### config.mk
export PLATFORM = sky130hd
export DESIGN_NAME = bowm_cmd_fifo
export DESIGN_NICKNAME = d
export VERILOG_FILES = /design/src/sv/bowm_pkg.sv /design/src/sv/bowm_cmd_fifo.sv
export SDC_FILE = /design/constraint.sdc
export NUM_CORES = 1
export LEC_CHECK = 0
export BUFFER_PORTS_ARGS = -buffer_cell sky130_fd_sc_hd__buf_2
export CORE_MARGIN = 1.5
export CORE_UTILIZATION = 25
export DETAILED_ROUTE_END_ITERATION = 12
export GPL_TIMING_DRIVEN = 0
export PLACE_DENSITY = 0.45
export SYNTH_ARGS = -nofsm -noshare
export SYNTH_HDL_FRONTEND = slang
export SYNTH_SLANG_ARGS = --single-unit
### constraint.sdc
create_clock -name clk -period 6 [get_ports clk]
set_input_delay 0.6 -clock clk [delete_from_list [all_inputs] [get_ports clk]]
set_output_delay 0.6 -clock clk [all_outputs]
set_load 0.02 [all_outputs]
### src/sv/bowm_pkg.sv
package bowm_pkg;

    // Channel count and level width
    localparam int CHANNELS   = 32;
    localparam int LEVEL_BITS = 32;
    localparam int CH_W       = (CHANNELS > 1) ? $clog2(CHANNELS) : 1;

    // Packet cost: samples * 10 + 50 bits
    localparam int COST_PER_SAMPLE = 10;
    localparam int COST_HEADER     = 50;
    localparam int COST_W          = 14;

    // Window events are taken while count < limit + slack and count is below 16'hFFFF
    localparam int          WINDOW_SLACK       = 500;
    localparam logic [15:0] WINDOW_LIMIT_RESET = 16'd1024;
    localparam logic [15:0] WINDOW_COUNT_TOP   = 16'hFFFF;

    // Field widths of the stream words
    localparam int IN_W   = 24;
    localparam int OUT_W  = 152;
    localparam int USER_W = 2;

    // Operation codes
    localparam logic [1:0] OP_ADD  = 2'd0;
    localparam logic [1:0] OP_REM  = 2'd1;
    localparam logic [1:0] OP_WIN  = 2'd2;
    localparam logic [1:0] OP_NONE = 2'd3;

    // Result kinds
    localparam logic [1:0] KIND_ACCESS = 2'd0;
    localparam logic [1:0] KIND_TOTAL  = 2'd1;
    localparam logic [1:0] KIND_CHAN   = 2'd2;

    // Command queue
    localparam int Q_DEPTH = 2;
    localparam int Q_PTR_W = (Q_DEPTH > 1) ? $clog2(Q_DEPTH) : 1;
    localparam int Q_CNT_W = $clog2(Q_DEPTH + 1);

    // Decoded command from the front part
    typedef struct packed {
        logic [1:0]        op;
        logic [4:0]        channel;
        logic              ch_ok;
        logic [COST_W-1:0] cost;
    } cmd_t;

    // One result word
    typedef struct packed {
        logic [1:0]  kind;
        logic [4:0]  channel_index;
        logic [15:0] window_number;
        logic [31:0] channel_level;
        logic [31:0] total_level;
        logic [31:0] total_peak;
        logic [31:0] window_peak;
        logic        underflow;
        logic        last;
    } res_t;

endpackage

### src/sv/bowm_cmd_fifo.sv
module bowm_cmd_fifo (
    input  logic           clk,
    input  logic           rst_n,
    input  logic           push,
    input  bowm_pkg::cmd_t push_data,
    output logic           full,
    input  logic           pop,
    output bowm_pkg::cmd_t head,
    output logic           valid
);
    import bowm_pkg::*;

    cmd_t               mem_reg [Q_DEPTH];
    logic [Q_PTR_W-1:0] wr_ptr_reg;
    logic [Q_PTR_W-1:0] wr_ptr_next;
    logic [Q_PTR_W-1:0] rd_ptr_reg;
    logic [Q_PTR_W-1:0] rd_ptr_next;
    logic [Q_CNT_W-1:0] count_reg;
    logic [Q_CNT_W-1:0] count_next;
    logic               do_push;
    logic               do_pop;

    assign full    = (count_reg == Q_CNT_W'(Q_DEPTH));
    assign valid   = (count_reg != '0);
    assign head    = mem_reg[rd_ptr_reg];
    assign do_push = push && !full;
    assign do_pop  = pop && valid;

    // Pointer and count update
    always_comb
    begin
        wr_ptr_next = wr_ptr_reg;
        rd_ptr_next = rd_ptr_reg;
        count_next  = count_reg;
        if (do_push)
        begin
            wr_ptr_next = (wr_ptr_reg == Q_PTR_W'(Q_DEPTH - 1)) ? '0 : wr_ptr_reg + 1'b1;
        end
        if (do_pop)
        begin
            rd_ptr_next = (rd_ptr_reg == Q_PTR_W'(Q_DEPTH - 1)) ? '0 : rd_ptr_reg + 1'b1;
        end
        if (do_push && !do_pop)
        begin
            count_next = count_reg + 1'b1;
        end
        else if (do_pop && !do_push)
        begin
            count_next = count_reg - 1'b1;
        end
    end

    always_ff @(posedge clk or negedge rst_n)
    begin
        if (!rst_n)
        begin
            wr_ptr_reg <= '0;
            rd_ptr_reg <= '0;
            count_reg  <= '0;
        end
        else
        begin
            wr_ptr_reg <= wr_ptr_next;
            rd_ptr_reg <= rd_ptr_next;
            count_reg  <= count_next;
        end
    end

    // Entry storage
    always_ff @(posedge clk)
    begin
        if (do_push)
        begin
            mem_reg[wr_ptr_reg] <= push_data;
        end
    end

endmodule

==> summary.txt, run 1 <==
Status: finished, final reports clean
CTS tree: yes
Non-filler cells, final: 241
Starting Density: 26.1%
Number of flops mapped to enable cells by yosys: 44
IR Drop Worst-Case VDD: 0.200 mV
Tcrit/Tclk final: 35.3%
Critical-path top delay cell: dfrtp_1
CP startpoint kind: flop
Drc violations: 0
Area delta synth->final: 26.3%
DIE AREA: 7680 um2
Synthesized instance count: 87
Worst slew pin tran: 1.10 ns
Pin count of the biggest net entering global routing: 23
Cell Rows: 30
Final hold violation count: 0
Number of flip-flops in the largest register: 44
Core box area: 6870 um2
H-tree depth: 2
Final setup TNS: 0 ns
GR Util All Layers: 9.09%
Clock transition at the registers of the reported paths: 0.09 ns
Top Ports: 50
Final antenna-violating net count: 0
CP Class: flop to output port
Reg-to-Reg Start: count_reg[0]$_DFFE_PN0P_
Setup ws final: 3.88 ns
Vias: 952
Max Cap Viol: 0
Total power divided by cell area: 479 nW/um2
Dpl ws: 3.99 ns
Hold-fix buffers, CTS: 0
Synthesized area: 1790 um2
Nets: 171
Count of clock tree sinks: 48
Fraction of layout cells with a size suffix above 1: 57.2%
PortBufs: 49
Placer Congestion: 0.684
Hold Crit Class: input port to asynchronous set/reset pin
DR vias/cell: 3.95
RSZ-0062 raised after global routing: false
Fmax: 473 MHz
Placed cells: 233
Antenna violations before repair: 0
Drt pass-1 iters: 3
CP cell instances: buf_6 -> mux2_2 -> buf_2
Total CTS buffers: 5
CTS resizes: 0
Synth Area per Inst: 20.6 um2
Register area share after synthesis: 79.3%
Max stage delay on crit path: 0.50 ns
First-pass GRT wire length: 4.95 mm
Final core occ: 32.9%
Worst reg-to-reg path cell count: 2
Leak: 0.000850 uW
Avg WL per Cell: 13.9 um
Critical path fanouts, max: 10
Slew Limit Fails: 0
DR iter-0 viols: 33
Detail Placement HPWL: 2.35 mm
Critical Path End Type: output port
Number of distinct library cells after synthesis: 14
Clock Skew: 0.00524 ns
RR Endpoint: mem_reg[1][16]$_DFFE_PP_
Top_reg_cell synth: edfxtp_1
Final setup violation count: 0
Clk Tree Root Cell: clkbuf_8
Slew HR: 26.3%
#FFs+latches synth: 48
Fin crit period: 2.12 ns
Synth Net Count: 114
Antenna cells: 0
FFs w/ async S/R, synth: 8.33%
WP data arrival: 1.52 ns
Setup Buffers After CTS: 0
WL final: 3.35 mm
Die W: 87.7 um
Die Ht: 87.7 um
CP Data Required Time: 5.40 ns
R2R Setup Slk: 4.08 ns
Clock Path Buffers: 2
Grt total ovfl: 0
Clk_lat worst skew: 0.30 ns
Syn. warnings: 0
Vias in the first global route: 997
## worst max-delay path by stage
| stage | start | end | slack [ns] |
|---|---|---|---|
| 6_report | rd_ptr_reg$_DFFE_PN0P_ | head[15] | 3.88 |
| 5_1_grt | rd_ptr_reg$_DFFE_PN0P_ | head[18] | 3.82 |
| 4_1_cts | rd_ptr_reg$_DFFE_PN0P_ | head[15] | 3.86 |
| 3_5_place_dp | push | mem_reg[1][5]$_DFFE_PP_ | 3.99 |
| 3_3_place_gp | push | mem_reg[0][11]$_DFFE_PP_ | 3.27 |
| 2_1_floorplan | push | mem_reg[0][0]$_DFFE_PP_ | 3.97 |
## cells in the mapped netlist, drive strengths merged (2+ instances only)
master   n  area, um2
xnor2    3       26.3
xor2     2       17.5
inv      2       7.51
mux2    22        248
nor2     2       7.51
edfxtp  44       1320
buf      2       22.5
nand2    2       10.0
dfrtp    4        100
## per-layer routing
metal	part of all wire (%)	global-route usage (%)
met3	5.1	2.64
met5	0	0
met4	1.8	4.76
met1	39	9.48
met2	54	16.5
## cell type report
| class | count | area, um2 |
|---|---|---|
| Tap cell | 96 | 120 |
| Multi-Input combinational cell | 35 | 343 |
| Clock inverter | 3 | 18.8 |
| Sequential cell | 48 | 1420 |
| Inverter | 2 | 7.51 |
| Clock buffer | 5 | 68.8 |
| Fill cell | 686 | 4610 |
| Buffer | 2 | 22.5 |
| Timing Repair Buffer | 50 | 260 |
## kinds of logic after synthesis
family                     count (synthesis)  share of synthesized area, %
muxes                                     22                          13.8
DFF                                       48                          79.3
adders and majority gates                  1                         0.698
xor gates and xnor gates                   5                          2.44
and+or+nand+nor                            7                          2.03
buffers and inverters                      4                          1.68
## per-stage QoR
stage	instance area [um2]	hold slack (ns)	total power, uW
floorplan	1790	0.304	776
global placement	2160	0.408	893
detailed placement	2170	0.410	918
CTS	2260	0.0783	1110
global route	2260	0.0772	1150
finish	2260	0.0891	1080
## where the power goes
part | internal, uW | switching (uW)
sequential | 461 | 32.5
clock | 80.5 | 105
combinational | 169 | 237
total | 711 | 374
## layout by cell type, fill, tap and decap left out, types with 2 or more instances in the layout
| cell type | instances |
|---|---|
| buf_2 | 49 |
| clkbuf_8 | 5 |
| dfrtp_1 | 4 |
| mux2_2 | 22 |
| inv_1 | 2 |
| buf_6 | 2 |
| xnor2_1 | 3 |
| edfxtp_1 | 44 |
| clkinvlp_4 | 2 |
| xor2_1 | 2 |
## worst max-delay path, delay by kind of cell, from the launching register on
family / cells / cell delay, ns
muxes: 1 / 0.35
buffers and inverters: 2 / 0.37
DFF: 1 / 0.50
Note: power is estimated with default switching activity, not from simulation.
==> run 2, diff against run 1 <==
Clock period 6 ns to 2.03 ns, I/O delays scaled along.
==> summary.txt, run 2 (synthesis gave the netlist of run 1 again) <==
Fraction of layout cells with a size suffix above 1: 57.5%
CTS tree: yes
Cell Rows: 30
Pint: 2100 uW
Drt pass-1 iters: 3
WL final: 3.36 mm
Hold path cells: 1
Slew Limit Fails: 0
Area of the multi-input gates: 344 um2
First-pass GRT wire length: 4.98 mm
Area delta synth->final: 26.9%
Status: finished, final reports clean
Gate power share: 37.5%
Avg WL per Cell: 13.9 um
Starting Density: 26.1%
Top Ports: 50
Register area: 1420 um2
PortBufs: 49
Count of clock tree sinks: 48
Total CTS buffers: 5
Net Sw Power: 1100 uW
Placer Congestion: 0.684
Tcrit/Tclk final: 90.4%
Clk pwr share: 17.1%
Hold Crit Class: input port to flop
Fill cell count: 684
Grt total ovfl: 0
Die W: 87.7 um
RSZ-0062 raised after global routing: false
Setup ws final: 0.195 ns
DR iter-0 viols: 34
Critical Path End Type: flop
Leak: 0.000854 uW
Clock Path Buffers: 2
Dpl ws: 0.119 ns
Antenna violations before repair: 0
Most frequent cells in the layout: buf_2 (49), edfxtp_1 (44), mux2_2 (22)
Clock transition at the registers of the reported paths: 0.09 ns
Reg power frac: 45.4%
Drc violations: 0
Core box area: 6870 um2
Slew HR: 52.6%
Pin count of the biggest net entering global routing: 23
Critical path fanouts, max: 12
Vias: 953
Antenna cells: 0
DR vias/cell: 3.94
Fraction of power spent switching nets: 34.4%
CP startpoint kind: flop
Total Power: 3200 uW
IR Drop Worst-Case VDD: 0.586 mV
DIE AREA: 7680 um2
Worst slew pin tran: 0.711 ns
Die Ht: 87.7 um
Total power divided by cell area: 1410 nW/um2
CP Class: flop to flop
Commonest non-fill, non-tap cell in the layout: buf_2
WP data arrival: 1.85 ns
Final antenna-violating net count: 0
Fin crit period: 1.83 ns
Final hold violation count: 0
CP Data Required Time: 2.04 ns
Clk Tree Root Cell: clkbuf_8
Vias in the first global route: 1009
Max Cap Viol: 0
Nets: 172
Clock Skew: 0.00692 ns
GR Util All Layers: 9.13%
Worst reg-to-reg path cell count: 4
H-tree depth: 2
Number of flip-flops in the largest register: 44
Setup Buffers After CTS: 0
Clk_lat worst skew: 0.30 ns
WHS: 0.0891 ns
Fmax: 545 MHz
Detail Placement HPWL: 2.35 mm
Final setup violation count: 0
==> run 2: cell count changes in the layout (fill, tap and decap cells not counted) <==
cell	change
and3_2	+1
and3_1	-1
dlygate4sd3_1	+1
==> run 2: final timing paths <==
path	start	to	slack, ns
setup / recovery	count_reg[0]$_DFFE_PN0P_	mem_reg[0][14]$_DFFE_PP_	0.20
hold / removal	push_data[20]	mem_reg[0][20]$_DFFE_PP_	0.09
setup reg to reg	count_reg[0]$_DFFE_PN0P_	mem_reg[0][14]$_DFFE_PP_	0.20
hold reg to reg	count_reg[1]$_DFFE_PN0P_	count_reg[1]$_DFFE_PN0P_	0.51
max in group asynchronous	rst_n	wr_ptr_reg$_DFFE_PN0N_	1.68
min in group asynchronous	rst_n	count_reg[1]$_DFFE_PN0P_	0.23
==> run 2: layout make-up <==
cell class / count / area share, %
Inverter: 2 / 0.330
Clock inverter: 3 / 0.826
Multi-Input combinational cell: 35 / 15.1
Timing Repair Buffer: 51 / 11.9
Buffer: 2 / 0.991
Sequential cell: 48 / 62.5
Clock buffer: 5 / 3.03
Tap cell: 96 / 5.28
==> run 2: critical path: stages, from the launching register on <==
cell and delay (ns):
dfrtp_1 0.42, nand2b_1 0.18, nand2_1 0.13, nor2_2 0.57, buf_8 0.24
==> run 2: power by group through the flow <==
stage | Combinational (uW) | Sequential, uW | Clock (uW)
2_1_floorplan | 844 | 1450 | 0
3_3_place_gp | 1170 | 1470 | 0
3_5_place_dp | 1230 | 1490 | 0
4_1_cts | 1230 | 1460 | 579
5_1_grt | 1300 | 1480 | 615
6_report | 1200 | 1460 | 548
==> run 2: through the flow <==
stage / std cells / instance area, um2 / utilization (%) / TNS, ns
final: 242 / 2270 / 33.1 / 0
after detailed placement: 233 / 2170 / 31.7 / 0
after CTS: 242 / 2270 / 33.1 / 0
after global placement: 232 / 2160 / 31.4 / -12.30
after global routing: 242 / 2270 / 33.1 / 0
after floorplan: 87 / 1790 / - / 0
==> run 2: routing by layer <==
metal,GRT usage (%),share of wire [%],up-vias
met5,0,0,-
met4,4.76,2.2,0
met3,2.64,5.4,6
met2,16.6,54,36
met1,9.48,39,469
li1,-,-,442
==> run 2: what timing repair did <==
item / CTS / global route
hold buffers: 1 / 0
endpoints found under the hold margin: 4 / 0
resized for setup: 0 / 1
endpoints found under the setup margin: 0 / 22
