[src/sv/bowm_pkg.sv]
package bowm_pkg;

    // Channel count and level width
    localparam int CHANNELS   = 32;
    localparam int LEVEL_BITS = 32;
    localparam int CH_W       = (CHANNELS > 1) ? $clog2(CHANNELS) : 1;

    // Packet cost: samples * 10 + 50 bits
    localparam int COST_PER_SAMPLE = 10;
    localparam int COST_HEADER     = 50;
    localparam int COST_W          = 14;

    // Window events are taken while count < limit + slack and count is below 16'hFFFF
    localparam int          WINDOW_SLACK       = 500;
    localparam logic [15:0] WINDOW_LIMIT_RESET = 16'd1024;
    localparam logic [15:0] WINDOW_COUNT_TOP   = 16'hFFFF;

    // Field widths of the stream words
    localparam int IN_W   = 24;
    localparam int OUT_W  = 152;
    localparam int USER_W = 2;

    // Operation codes
    localparam logic [1:0] OP_ADD  = 2'd0;
    localparam logic [1:0] OP_REM  = 2'd1;
    localparam logic [1:0] OP_WIN  = 2'd2;
    localparam logic [1:0] OP_NONE = 2'd3;

    // Result kinds
    localparam logic [1:0] KIND_ACCESS = 2'd0;
    localparam logic [1:0] KIND_TOTAL  = 2'd1;
    localparam logic [1:0] KIND_CHAN   = 2'd2;

    // Command queue
    localparam int Q_DEPTH = 2;
    localparam int Q_PTR_W = (Q_DEPTH > 1) ? $clog2(Q_DEPTH) : 1;
    localparam int Q_CNT_W = $clog2(Q_DEPTH + 1);

    // Decoded command from the front part
    typedef struct packed {
        logic [1:0]        op;
        logic [4:0]        channel;
        logic              ch_ok;
        logic [COST_W-1:0] cost;
    } cmd_t;

    // One result word
    typedef struct packed {
        logic [1:0]  kind;
        logic [4:0]  channel_index;
        logic [15:0] window_number;
        logic [31:0] channel_level;
        logic [31:0] total_level;
        logic [31:0] total_peak;
        logic [31:0] window_peak;
        logic        underflow;
        logic        last;
    } res_t;

endpackage

[src/sv/bowm_front.sv]
module bowm_front (
    input  logic                     s_tvalid,
    output logic                     s_tready,
    input  logic [bowm_pkg::IN_W-1:0] s_tdata,
    output logic                     q_push,
    output bowm_pkg::cmd_t           q_data,
    input  logic                     q_full
);
    import bowm_pkg::*;

    logic [1:0] op;
    logic [4:0] channel;
    logic [9:0] sample_count;

    // Field split
    assign op           = s_tdata[1:0];
    assign channel      = s_tdata[6:2];
    assign sample_count = s_tdata[16:7];

    // Accept whenever the queue has room; unused opcode is dropped
    assign s_tready = !q_full;
    assign q_push   = s_tvalid && s_tready && (op != OP_NONE);

    // Decode and price the packet
    always_comb
    begin
        q_data.op      = op;
        q_data.channel = channel;
        q_data.ch_ok   = ({1'b0, channel} < 6'(CHANNELS));
        q_data.cost    = COST_W'(sample_count) * COST_W'(COST_PER_SAMPLE)
                         + COST_W'(COST_HEADER);
    end

endmodule

[config.mk]
export PLATFORM = sky130hd
export DESIGN_NAME = bowm_front
export DESIGN_NICKNAME = d
export VERILOG_FILES = /design/src/sv/bowm_pkg.sv /design/src/sv/bowm_front.sv
export SDC_FILE = /design/constraint.sdc
export NUM_CORES = 1
export LEC_CHECK = 0
export BUFFER_PORTS_ARGS = -buffer_cell sky130_fd_sc_hd__buf_4
export CORE_MARGIN = 4
export CORE_UTILIZATION = 46
export DETAILED_ROUTE_END_ITERATION = 8
export GPL_TIMING_DRIVEN = 0
export PLACE_DENSITY = 0.85
export SYNTH_ARGS = -nofsm -noshare
export SYNTH_HDL_FRONTEND = slang
export SYNTH_SLANG_ARGS = --single-unit
[constraint.sdc]
create_clock -name vclk -period 2.78
set_clock_uncertainty 0.05 [all_clocks]
set_input_delay 0.278 -clock vclk [all_inputs]
set_output_delay 0.278 -clock vclk [all_outputs]
set_load 0.02 [all_outputs]
==> results.md, run 1 <==
- The flow ran to the end, but the final reports show violations.
- The checks that failed: setup timing.
- The number of nets in the layout is about 190.
- Fill cells in the final layout number 97.
- The worst setup path is captured at a primary output.
- The slowest stage of the critical path is the fa_2 cell.
- The number of cells produced by synthesis is between 100 and 150.
- The share of post-route cells with drive strength above 1 is about three fifths.
- The count of yosys warnings during synthesis is 0.
- The tool flagged a number of max-cap violations equal to 0.
- The repair_antennas step left the layout with diodes totalling 0.
- Across all layers, the routed design uses around 920 vias.
- OpenSTA, run right after detailed placement, puts the worst setup slack at -0.2285 ns.
- The post-detailed-routing wire length is about 2600 µm.
- The via count of the first global-routing pass is slightly below 800.
- The critical path goes through buf_8, ha_4, ha_4, inv_2, fa_2, nor2b_4, o21a_1, or3_4, nand4_4, or3_4, o31ai_2, buf_4.
- The wire length of the first global-routing pass is about 3300 µm.
- At the end of routability-driven placement, the weighted congestion stood at 0.7987.
- The maximum fanout along the worst path is 4.
- The mean cell area of the mapped netlist is approximately 7.9 µm².
- The element type at the critical path start is a primary input.
- The data arrival time at the worst-slack endpoint is approximately 2.5 ns.
- The core outline area is around 1600 µm².
- The number of design-rule violations left by the first detailed-router iteration is 15.
- The count of nets left with antenna violations once routing finished came out at 0.
- The final-report hold violation count is 0.
- The most critical setup path has its endpoint at q_data[13].
- The die span in y is ~50 µm.
- The critical path class is in2out.
- The number of antenna violations at the first check in global routing was 0.
- Once detailed placement completed, the half-perimeter wirelength came to 1663 µm.
- The power per standard cell area is roughly 400 nW/µm².
- The critical path starts at s_tdata[8].
- The static power due to leakage is 0.6138 nW.
- Across all setup checks in the final design, the least slack found is -0.05146 ns.
- The area of the mapped netlist is a little over 800 µm².
- The via count normalized by instance count is about 5.8.
- In this run the core area contains 14 standard-cell rows.
- The post-placement cell count is 154.
- Summed over all layers, the global routing overflow is 0.
- The floorplan die area is around 2500 µm².
- The count of sequential standard cells is 0.
- STA puts the critical path data required time at approximately 2.5 ns.
- The unique cell type count in the Yosys netlist is 38.
- The total track usage is ~16%.
- The number of top-level design ports is 50.
- Once the floorplan was initialized, standard cells occupied between 50% and 60% of the core.
- The pin count of the biggest net entering global routing is 9.
- Sequential cells were found to cover 0% of the synthesized design area.
- For this run, design rule violations remaining after detail routing come to 0.
- In the final routed layout, each cell accounts on average for about 17 µm.
- The final cell count without fillers is around 160.
- Setup violations remaining at the end of the flow were counted as 4.
- Setup repair after global routing could not meet its margin everywhere.
- VDD sags by at most approximately 0.22 mV.
- The final design instance area without fill is between 1000 and 1500 µm².
- The setup TNS is -0.1298 ns.
- The share of the cycle needed by the critical path after routing is 101.9%.
- The count of input and output buffers is 36.
- The largest stage delay on the critical path is ~0.36 ns.
- Counting every net in the synthesized netlist gives between 100 and 150.
- The total count of max-transition violations in the final report is 0.
- From left edge to right edge, the die measures around 50 µm.
- The achievable clock frequency is about 0.35 GHz.
- The clock buffers instantiated in the layout total 0.
- Summing all flip-flop and latch instances after layout gives 0 µm².
- The synthesis-to-layout area growth is 61.26%.
- The pre-antenna-repair detailed-routing pass consisted of 4 iterations.
- Summing all placed instances gives a cell area of ~1100 µm².
- The worst hold path belongs to the class in2out.
- Subtracting the final worst setup slack from the clock period gives 2.831 ns.
power breakdown:
part	switching [mW]	internal [mW]	leakage [nW]
combinational	0.279	0.239	0.614
clock	0	0	0
sequential	0	0	0
total	0.279	0.239	0.614
timing repair:
item	in CTS	in global routing
pin swaps	11	4
cloned	0	0
resized for setup	15	13
endpoints found under the setup margin	5	5
hold buffers	0	0
setup buffers	5	0
cell usage in the layout, fill, tap and decap left out, drive strengths merged, types with 2 or more instances in the layout:
cell type and n:
and3 3, conb 2, or2b 2, nor2 3, nand2 7, inv 6, or3 3, ha 17
a21oi 9, nor2b 2, nor3 2, xnor2 7, nand3 4, xor2 5, and2 2, o21ai 5
buf 50
Yosys cell counts, drive strengths merged:
library cell	instances	share of area (%)
a2111oi	1	3.4
a21o	1	0.93
a21oi	9	6.5
a31oi	1	0.77
and2	2	1.7
and3	3	2.3
and4	1	1.4
and4b	1	1.4
buf	9	8.3
conb	2	0.93
fa	1	2.5
ha	17	26
inv	6	2.8
nand2	7	3.5
nand3	4	2.5
nand4	1	1.5
nor2	3	1.4
nor2b	2	2.5
nor3	2	1.2
nor4	1	0.77
o211a	1	1.2
o211ai	1	1.5
o21a	1	0.93
o21ai	5	3.5
o221ai	1	1.1
o31ai	1	0.93
or2	1	0.77
or2b	2	1.9
or3	3	2.6
xnor2	7	7.6
xor2	5	5.4
worst max-delay path: cells and delay by family:
family	cells	cell delay [ns]
and+or+nand+nor	4	0.78
adders and majority gates	3	0.74
buffers and inverters	3	0.31
AOI/OAI and AO/OA	2	0.38
cell families (layout without fill, tap and decap cells):
group                      Yosys count  count (layout)  share of synthesized area, %
AOI/OAI and AO/OA                   22              22                         20.83
xor gates and xnor gates            12              12                         12.96
adders and majority gates           18              18                         28.70
buffers and inverters               15              56                         11.11
other                                2               2                        0.9263
and+or+nand+nor                     33              33                         25.46
through the flow:
step	hold WS, ns	util [%]	power [mW]
finish	0.7037	82.94	0.5175
global route	0.7084	82.94	0.5540
global placement	0.7042	70.16	0.4210
CTS	0.7040	77.78	0.4685
detailed placement	0.7042	70.16	0.4316
floorplan	0.5826	-	0.2910
how the worst min path moves through the flow:
stage / from / slack (ns) / end / cells past startpoint
floorplan: s_tdata[7] / 0.58 / q_data[1] / 1
global placement: s_tdata[5] / 0.70 / q_data[18] / 2
detailed placement: s_tdata[2] / 0.70 / q_data[15] / 2
CTS: s_tdata[2] / 0.70 / q_data[15] / 2
global route: s_tdata[2] / 0.71 / q_data[15] / 2
finish: s_tdata[2] / 0.70 / q_data[15] / 2
area by class of cell:
cell class | instances | area (µm²) | area share (%)
buffer | 9 | 67.56 | 5.167
inverter | 6 | 22.52 | 1.722
multi-input combinational | 87 | 874.6 | 66.89
tap | 16 | 20.02 | 1.531
timing repair buffer | 41 | 322.8 | 24.69
routing by layer:
layer  wire (µm)  vias to the layer above  GRT usage (%)
met1         990                      424          18.47
met3         201                        8          1.807
met5           0                        -              0
met2        1362                       44          32.17
li1            -                      442              -
met4          87                        0         0.4608
No activity file was read; power rests on OpenSTA's default activity.
==> inputs of run 2 (changes only) <==
- ABC_AREA: not set -> 1
- CORE_UTILIZATION: 46 -> 48
==> results.md, run 2 <==
- The run finished with clean final reports.
- Cell internal power was estimated by the tool at 0.1915 mW.
- For this run, design rule violations remaining after detail routing come to 0.
- The weighted congestion at the end of routability-driven global placement is between 0.8 and 0.9.
- The total count of max-transition violations in the final report came to 0.
- The die covers roughly 2800 µm².
- After routing, the total negative slack on setup checks comes to 0 ns.
- Fill cells in the final layout number roughly 170.
- The worst hold path begins at s_tdata[3].
- The post-detailed-routing wire length is approximately 2100 µm.
- The floorplan has 15 rows.
- During synthesis, Yosys emitted a total of 0 warnings.
- The remaining antenna violation count is 0.
- Once detailed placement completed, the half-perimeter wirelength came to between 2000 and 2500 µm.
- Counting both buffers and inverters, the worst setup path holds a total of 4.
- The uppermost layer routed is met4.
- Dividing the detail-routed wire length by the instance count gives slightly above 10 µm.
- Sequential cells placed in the final layout were counted as 0.
- In the synthesized netlist, the cells that appear most often are nand2_1, inv_1, ha_1.
- Setup violations remaining at the end of the flow were counted as 0.
- The worst hold-check path type is in2out.
- The utilization after layout is a little over two thirds.
- Data on the critical path is required at its endpoint by between 2 and 2.5 ns.
- The via count normalized by instance count is around 4.7.
- The post-placement cell count is ~210.
- The number of nets in the layout is 228.
- Yosys attributes the largest share of cell area to ha_1, nand2_1, inv_1.
- The count of vias placed by the detailed router is 977.
- The number of antenna violations at the first check in global routing was 0.
- The mean cell area of the mapped netlist is around 6.5 µm².
- In the layout the commonest cells are buf_4, nand2_1, inv_1, ha_1, nand3_1.
- Max-cap violations in this run came to 0.
- The cell accounting for the most synthesized area is ha_1.
- The clock network burns 0% of the power.
- The nature of the critical path endpoint is a primary output.
- The multi-input combinational cells in the finished layout cover a total of between 700 and 800 µm².
- Setup repair after global routing left no endpoint under its margin.
- The critical path class is in2out.
- The first TritonRoute pass finished after 4 iterations.
- The data arrival time at the worst-slack endpoint is around 2.3 ns.
- Across the whole layout, storage elements account for 0 µm².
- The final-report hold violation count is 0.
- The number of buffers inserted for hold repair after clock tree synthesis is 0.
- The net count after synthesis is 190.
- The cell repeated most along the worst path is buf_4.
- Detailed routing placed a total of 1257 µm of wire on met2.
- The first routing iteration left 5 violations.
- The post-CTS setup repair buffer count is 0.
- The peak supply drop is roughly 0.26 mV.
- STA classifies the critical path startpoint as a primary input.
- Sequential cells were found to cover 0% of the synthesized design area.
- The most common cell in the synthesized netlist is nand2_1.
- The core region is roughly 1800 µm².
- The synthesis-to-layout area growth is 32.32%.
- Net switching is approximately three fifths of the power.
- 50 I/O pins were placed.
- The kind of cell with the highest combined delay along the critical path is adder cells.
- For this configuration, the core starts out at a cell density of a little over half.
- The via count of the first global-routing pass came to between 900 and 1k.
- The share of post-route cells with drive strength above 1 is a little under two fifths.
- Global routing used ~17% of the available tracks across all layers.
- Combinational cells account for 100.0% of the total power.
- The number of gates resized after CTS is 0.
- The critical path goes through buf_4, ha_1, ha_2, inv_1, fa_2, nand3b_1, nand2_1, clkinv_1, nand3_4, nor2_4, xor2_1, buf_4.
- The cell with the largest stage delay on the worst path is fa_2.
- The most common cell after layout, fill and taps aside is buf_4.
- The top cell type's share of synthesized area is between 20 and 25%.
- The power per standard cell area is ~360 nW/µm².
- The unique cell type count in the Yosys netlist is 24.
- The largest stage delay on the critical path is around 0.57 ns.
- The finished layout holds a little over 200 standard cells, fillers aside.
- The overflow left after global routing is 0.
- The cell area that synthesis handed to floorplanning was about 950 µm².
- Measured along the y axis, the die boundary spans 52.45 µm.
- 0 antenna diodes ended up in the layout.
- The worst path uses 94.85% of the clock period.
- The wire length of the first global-routing pass is around 3700 µm.
- Along the worst path, the maximum fanout reaches 3.
- The cell area after placement is approximately 1200 µm².
- From left edge to right edge, the die measures about 52 µm.
- The launching element of the worst setup path is s_tdata[8].
- The detailed-routing wirelength on met1 is 774 µm.
- For this design the total switching power over the nets is between 0.2 and 0.3 mW.
- In the synthesized netlist, the number of instances is roughly 150.
- Entering global routing, the biggest net connects 7 pins.
- The detailed-routed wire length on met3 is slightly below 100 µm.
- The count of input and output buffers is 36.
- The clock buffers instantiated in the layout total 0.
- The routed design could run at a clock period as short as about 2.6 ns.
- The static power due to leakage is approximately 0.74 nW.
- Sequential cells burn 0% of the power.
- The achievable clock frequency is 0.3793 GHz.
- The final design instance area without fill is around 1300 µm².
[run 2: cell types whose count changed after synthesis, sizes merged, moves of 3 or more]
cell    change
nand3       +9
inv        +18
o21ai       -5
and3        -3
or3         -3
a21oi       -4
xnor2       -4
nor2        +7
nand2      +41
nand3b      +3
[run 2: layer usage]
| layer | global-route usage [%] | vias up |
|---|---|---|
| li1 | - | 518 |
| met1 | 15.35 | 430 |
| met2 | 38.84 | 27 |
| met3 | 1.425 | 2 |
| met4 | 2.128 | 0 |
| met5 | 0 | - |
[run 2: cell type report]
cell class	instances	area share [%]
inverter	25	7.478
tap	25	2.493
multi-input combinational	111	62.21
timing repair buffer	36	21.54
buffer	10	6.281
[run 2: power by group through the flow]
stage / clock network (mW) / logic (mW) / registers (mW)
final: 0 / 0.457 / 0
after global routing: 0 / 0.500 / 0
after CTS: 0 / 0.459 / 0
after detailed placement: 0 / 0.457 / 0
after global placement: 0 / 0.442 / 0
after floorplan: 0 / 0.318 / 0
[run 2: logic make-up (layout without fill, tap and decap cells)]
family	Yosys count	in the layout	share of synthesized area, %
compound gates	5	5	3.035
xor+xnor	9	9	8.312
fa+ha+maj	18	18	24.54
buf+inv	35	71	18.21
other cells	2	2	0.7919
simple gates	77	77	45.12
[run 2: final timing paths]
check,endpoint,cells after the start,slack (ns)
max,q_data[10],12,0.14
min,q_data[16],2,0.70
[run 2: metrics by stage]
step / total power, mW / hold WS, ns / setup slack [ns]
floorplan: 0.3183 / 0.5826 / 0.3143
global placement: 0.4425 / 0.7046 / 0.1656
detailed placement: 0.4571 / 0.7056 / 0.1037
CTS: 0.4593 / 0.7056 / 0.1019
global route: 0.4997 / 0.7094 / 0.009991
finish: 0.4568 / 0.7043 / 0.1433
==> inputs of run 3 (changes only) <==
- BUFFER_PORTS_ARGS: -buffer_cell sky130_fd_sc_hd__buf_4 -> not set
- CORE_UTILIZATION: 48 -> 60
- DONT_BUFFER_PORTS: not set -> 1
- PLACE_DENSITY: 0.85 -> 0.76
==> results.md, run 3 (synthesized netlist as in run 2, its figures left out) <==
- The remaining antenna violation count is 0.
- The layout has 0 clock buffers.
- The tightest hold path in the finished design has a slack of a little under 0.6 ns.
- The filler cells instantiated in the layout total 148.
- The final critical path takes up 92.76% of the cycle.
- The weighted congestion at the end of routability-driven global placement is around 0.74.
- 0 antenna diodes ended up in the layout.
- The number of design-rule violations left by the first detailed-router iteration is 2.
- The pin count of the biggest net entering global routing is 7.
- The peak supply drop is about 0.20 mV.
- The depth of the worst hold-timing path is 1.
- After routing, the total negative slack on setup checks comes to 0 ns.
- Max-cap violations in this run came to 0.
- The flow ran to the end, and the final reports show no timing, DRC or antenna violations.
- In this run, post-CTS hold repair placed 0 buffers.
- The synthesis-to-layout area growth is 2.111%.
- From left edge to right edge, the die measures between 40 and 50 µm.
- Measured along the y axis, the die boundary spans between 40 and 50 µm.
- Along the worst path, the maximum fanout reaches 4.
- In the layout the commonest cells are nand2_1, inv_1, ha_1, nand3_1, buf_4.
- The total count of max-transition violations in the final report came to 0.
- In the global route stage, met3 resource usage came out at less than 1%.
- The worst hold endpoint is q_data[1].
- The number of antenna violations at the first check in global routing is 0.
- By startpoint and endpoint, the worst setup path is classified as in2out.
- Grouping stages by cell kind, the critical path spends the most delay in adder cells.
- The area used by sequential logic in the layout is 0 µm².
- In the routed design, unresolved DRC markers number 0.
- The count of sequential standard cells is 0.
- The final-report hold violation count came to 0.
- The static power due to leakage is ~0.57 nW.
- The tightest min-delay check is of the in2out type.
- Walking the worst path, the cells encountered are ha_1, ha_1, inv_1, fa_1, inv_1, nand2_1, nand2_2, nand3_2, nand2_4, nand3_4, nor2_4, xor2_1.
- The sum of net half-perimeters after detailed placement is approximately 1600 µm.
- The final route contains between 800 and 900 vias.
- The number of top-level design ports is 50.
- The element type at the critical path start is a primary input.
- The overflow left after global routing is 0.
- The count of input and output buffers is 0.
- For this configuration, the core starts out at a cell density of 62.96%.
- The area occupied by multi-input gates is 775.7 µm².
- The number of nets in the layout is approximately 190.
- The core region is between 1500 and 2000 µm².
- The final setup violation count is 0.
- The minimum clock period after layout is roughly 2.6 ns.
- Counting both buffers and inverters, the worst setup path holds a total of 2.
- In the routed layout, each cell is associated on average with a via count of approximately 5.
- The die covers approximately 2300 µm².
- The post-route netlist has approximately a fifth of its cells at a drive strength greater than 1.
- The cell with the largest stage delay on the worst path is fa_1.
- Power spread over the standard cell area amounts to roughly 360 nW/µm².
- The first detailed-routing pass took 2 iterations.
- In this run the post-CTS setup repair buffer count came out at 0.
- After detailed routing, the average wire length per cell comes to a little over 10 µm.
- The via count of the first global-routing pass is approximately 750.
- STA classifies the critical path endpoint as a primary output.
- The initialized floorplan defines 14 standard-cell rows.
- The layer with the highest usage is met2.
- The startpoint identified for the worst hold timing path is s_tdata[7].
- The first global-routing pass estimated 2766 µm of wire.
- For this run, global-route usage on met1 was measured as between 10% and 20%.
- Setup repair after global routing left no endpoint under its margin.
- Global routing consumed, over all layers together, 15.86% of the routing resources.
- Data on the critical path is required at its endpoint by roughly 2.5 ns.
- The largest stage delay on the critical path is ~0.43 ns.
- In the global route stage, met2 resource usage came out at between 30% and 40%.
- For the worst setup path, the data arrival time is between 2 and 2.5 ns.
- In this run, post-CTS repair resized a total of 0 instances.
- The most common cell after layout, fill and taps aside is nand2_1.
- For this block, the routed nets add up to between 1500 and 2000 µm of wire.
- The achievable clock frequency is 0.3878 GHz.
run 3: changes by cell type in the layout (fill, tap and decap cells not counted), sizes merged:
cell,previous run,this run
buf,46,10
run 3: layer usage:
metal,vias to the layer above,part of all wire (%)
met4,0,0
met1,356,40
met5,-,0
met2,22,55
li1,447,-
met3,0,5.5
run 3: how the worst max path moves through the flow:
stage	startpoint	endpoint	slack, ns	cells past startpoint
2_1_floorplan	s_tdata[8]	q_data[10]	0.31	12
6_report	s_tdata[8]	q_data[10]	0.20	12
3_3_place_gp	s_tdata[8]	q_data[10]	0.21	12
4_1_cts	s_tdata[8]	q_data[10]	0.19	12
5_1_grt	s_tdata[8]	q_data[10]	0.005	10
3_5_place_dp	s_tdata[8]	q_data[10]	0.19	12
run 3: power breakdown:
group,internal [mW],switching (mW),leakage (nW)
combinational,0.112,0.239,0.568
clock,0,0,0
sequential,0,0,0
total,0.112,0.239,0.568
run 3: layout make-up:
cell class                      count  area share, %
Tap cell                           16          2.067
Inverter                           25          9.690
Multi-Input combinational cell    111          80.10
Buffer                             10          8.140
run 3: metrics by stage:
stage | setup slack, ns | util (%) | area (µm²) | cells | total power, mW
after CTS | 0.1866 | 64.29 | 968.4 | 162 | 0.3553
after floorplan | 0.3143 | - | 948.4 | 146 | 0.3183
after detailed placement | 0.1902 | 64.29 | 968.4 | 162 | 0.3536
final | 0.2013 | 64.29 | 968.4 | 162 | 0.3507
after global placement | 0.2127 | 64.29 | 968.4 | 162 | 0.3467
after global routing | 0.004842 | 64.29 | 968.4 | 162 | 0.3925
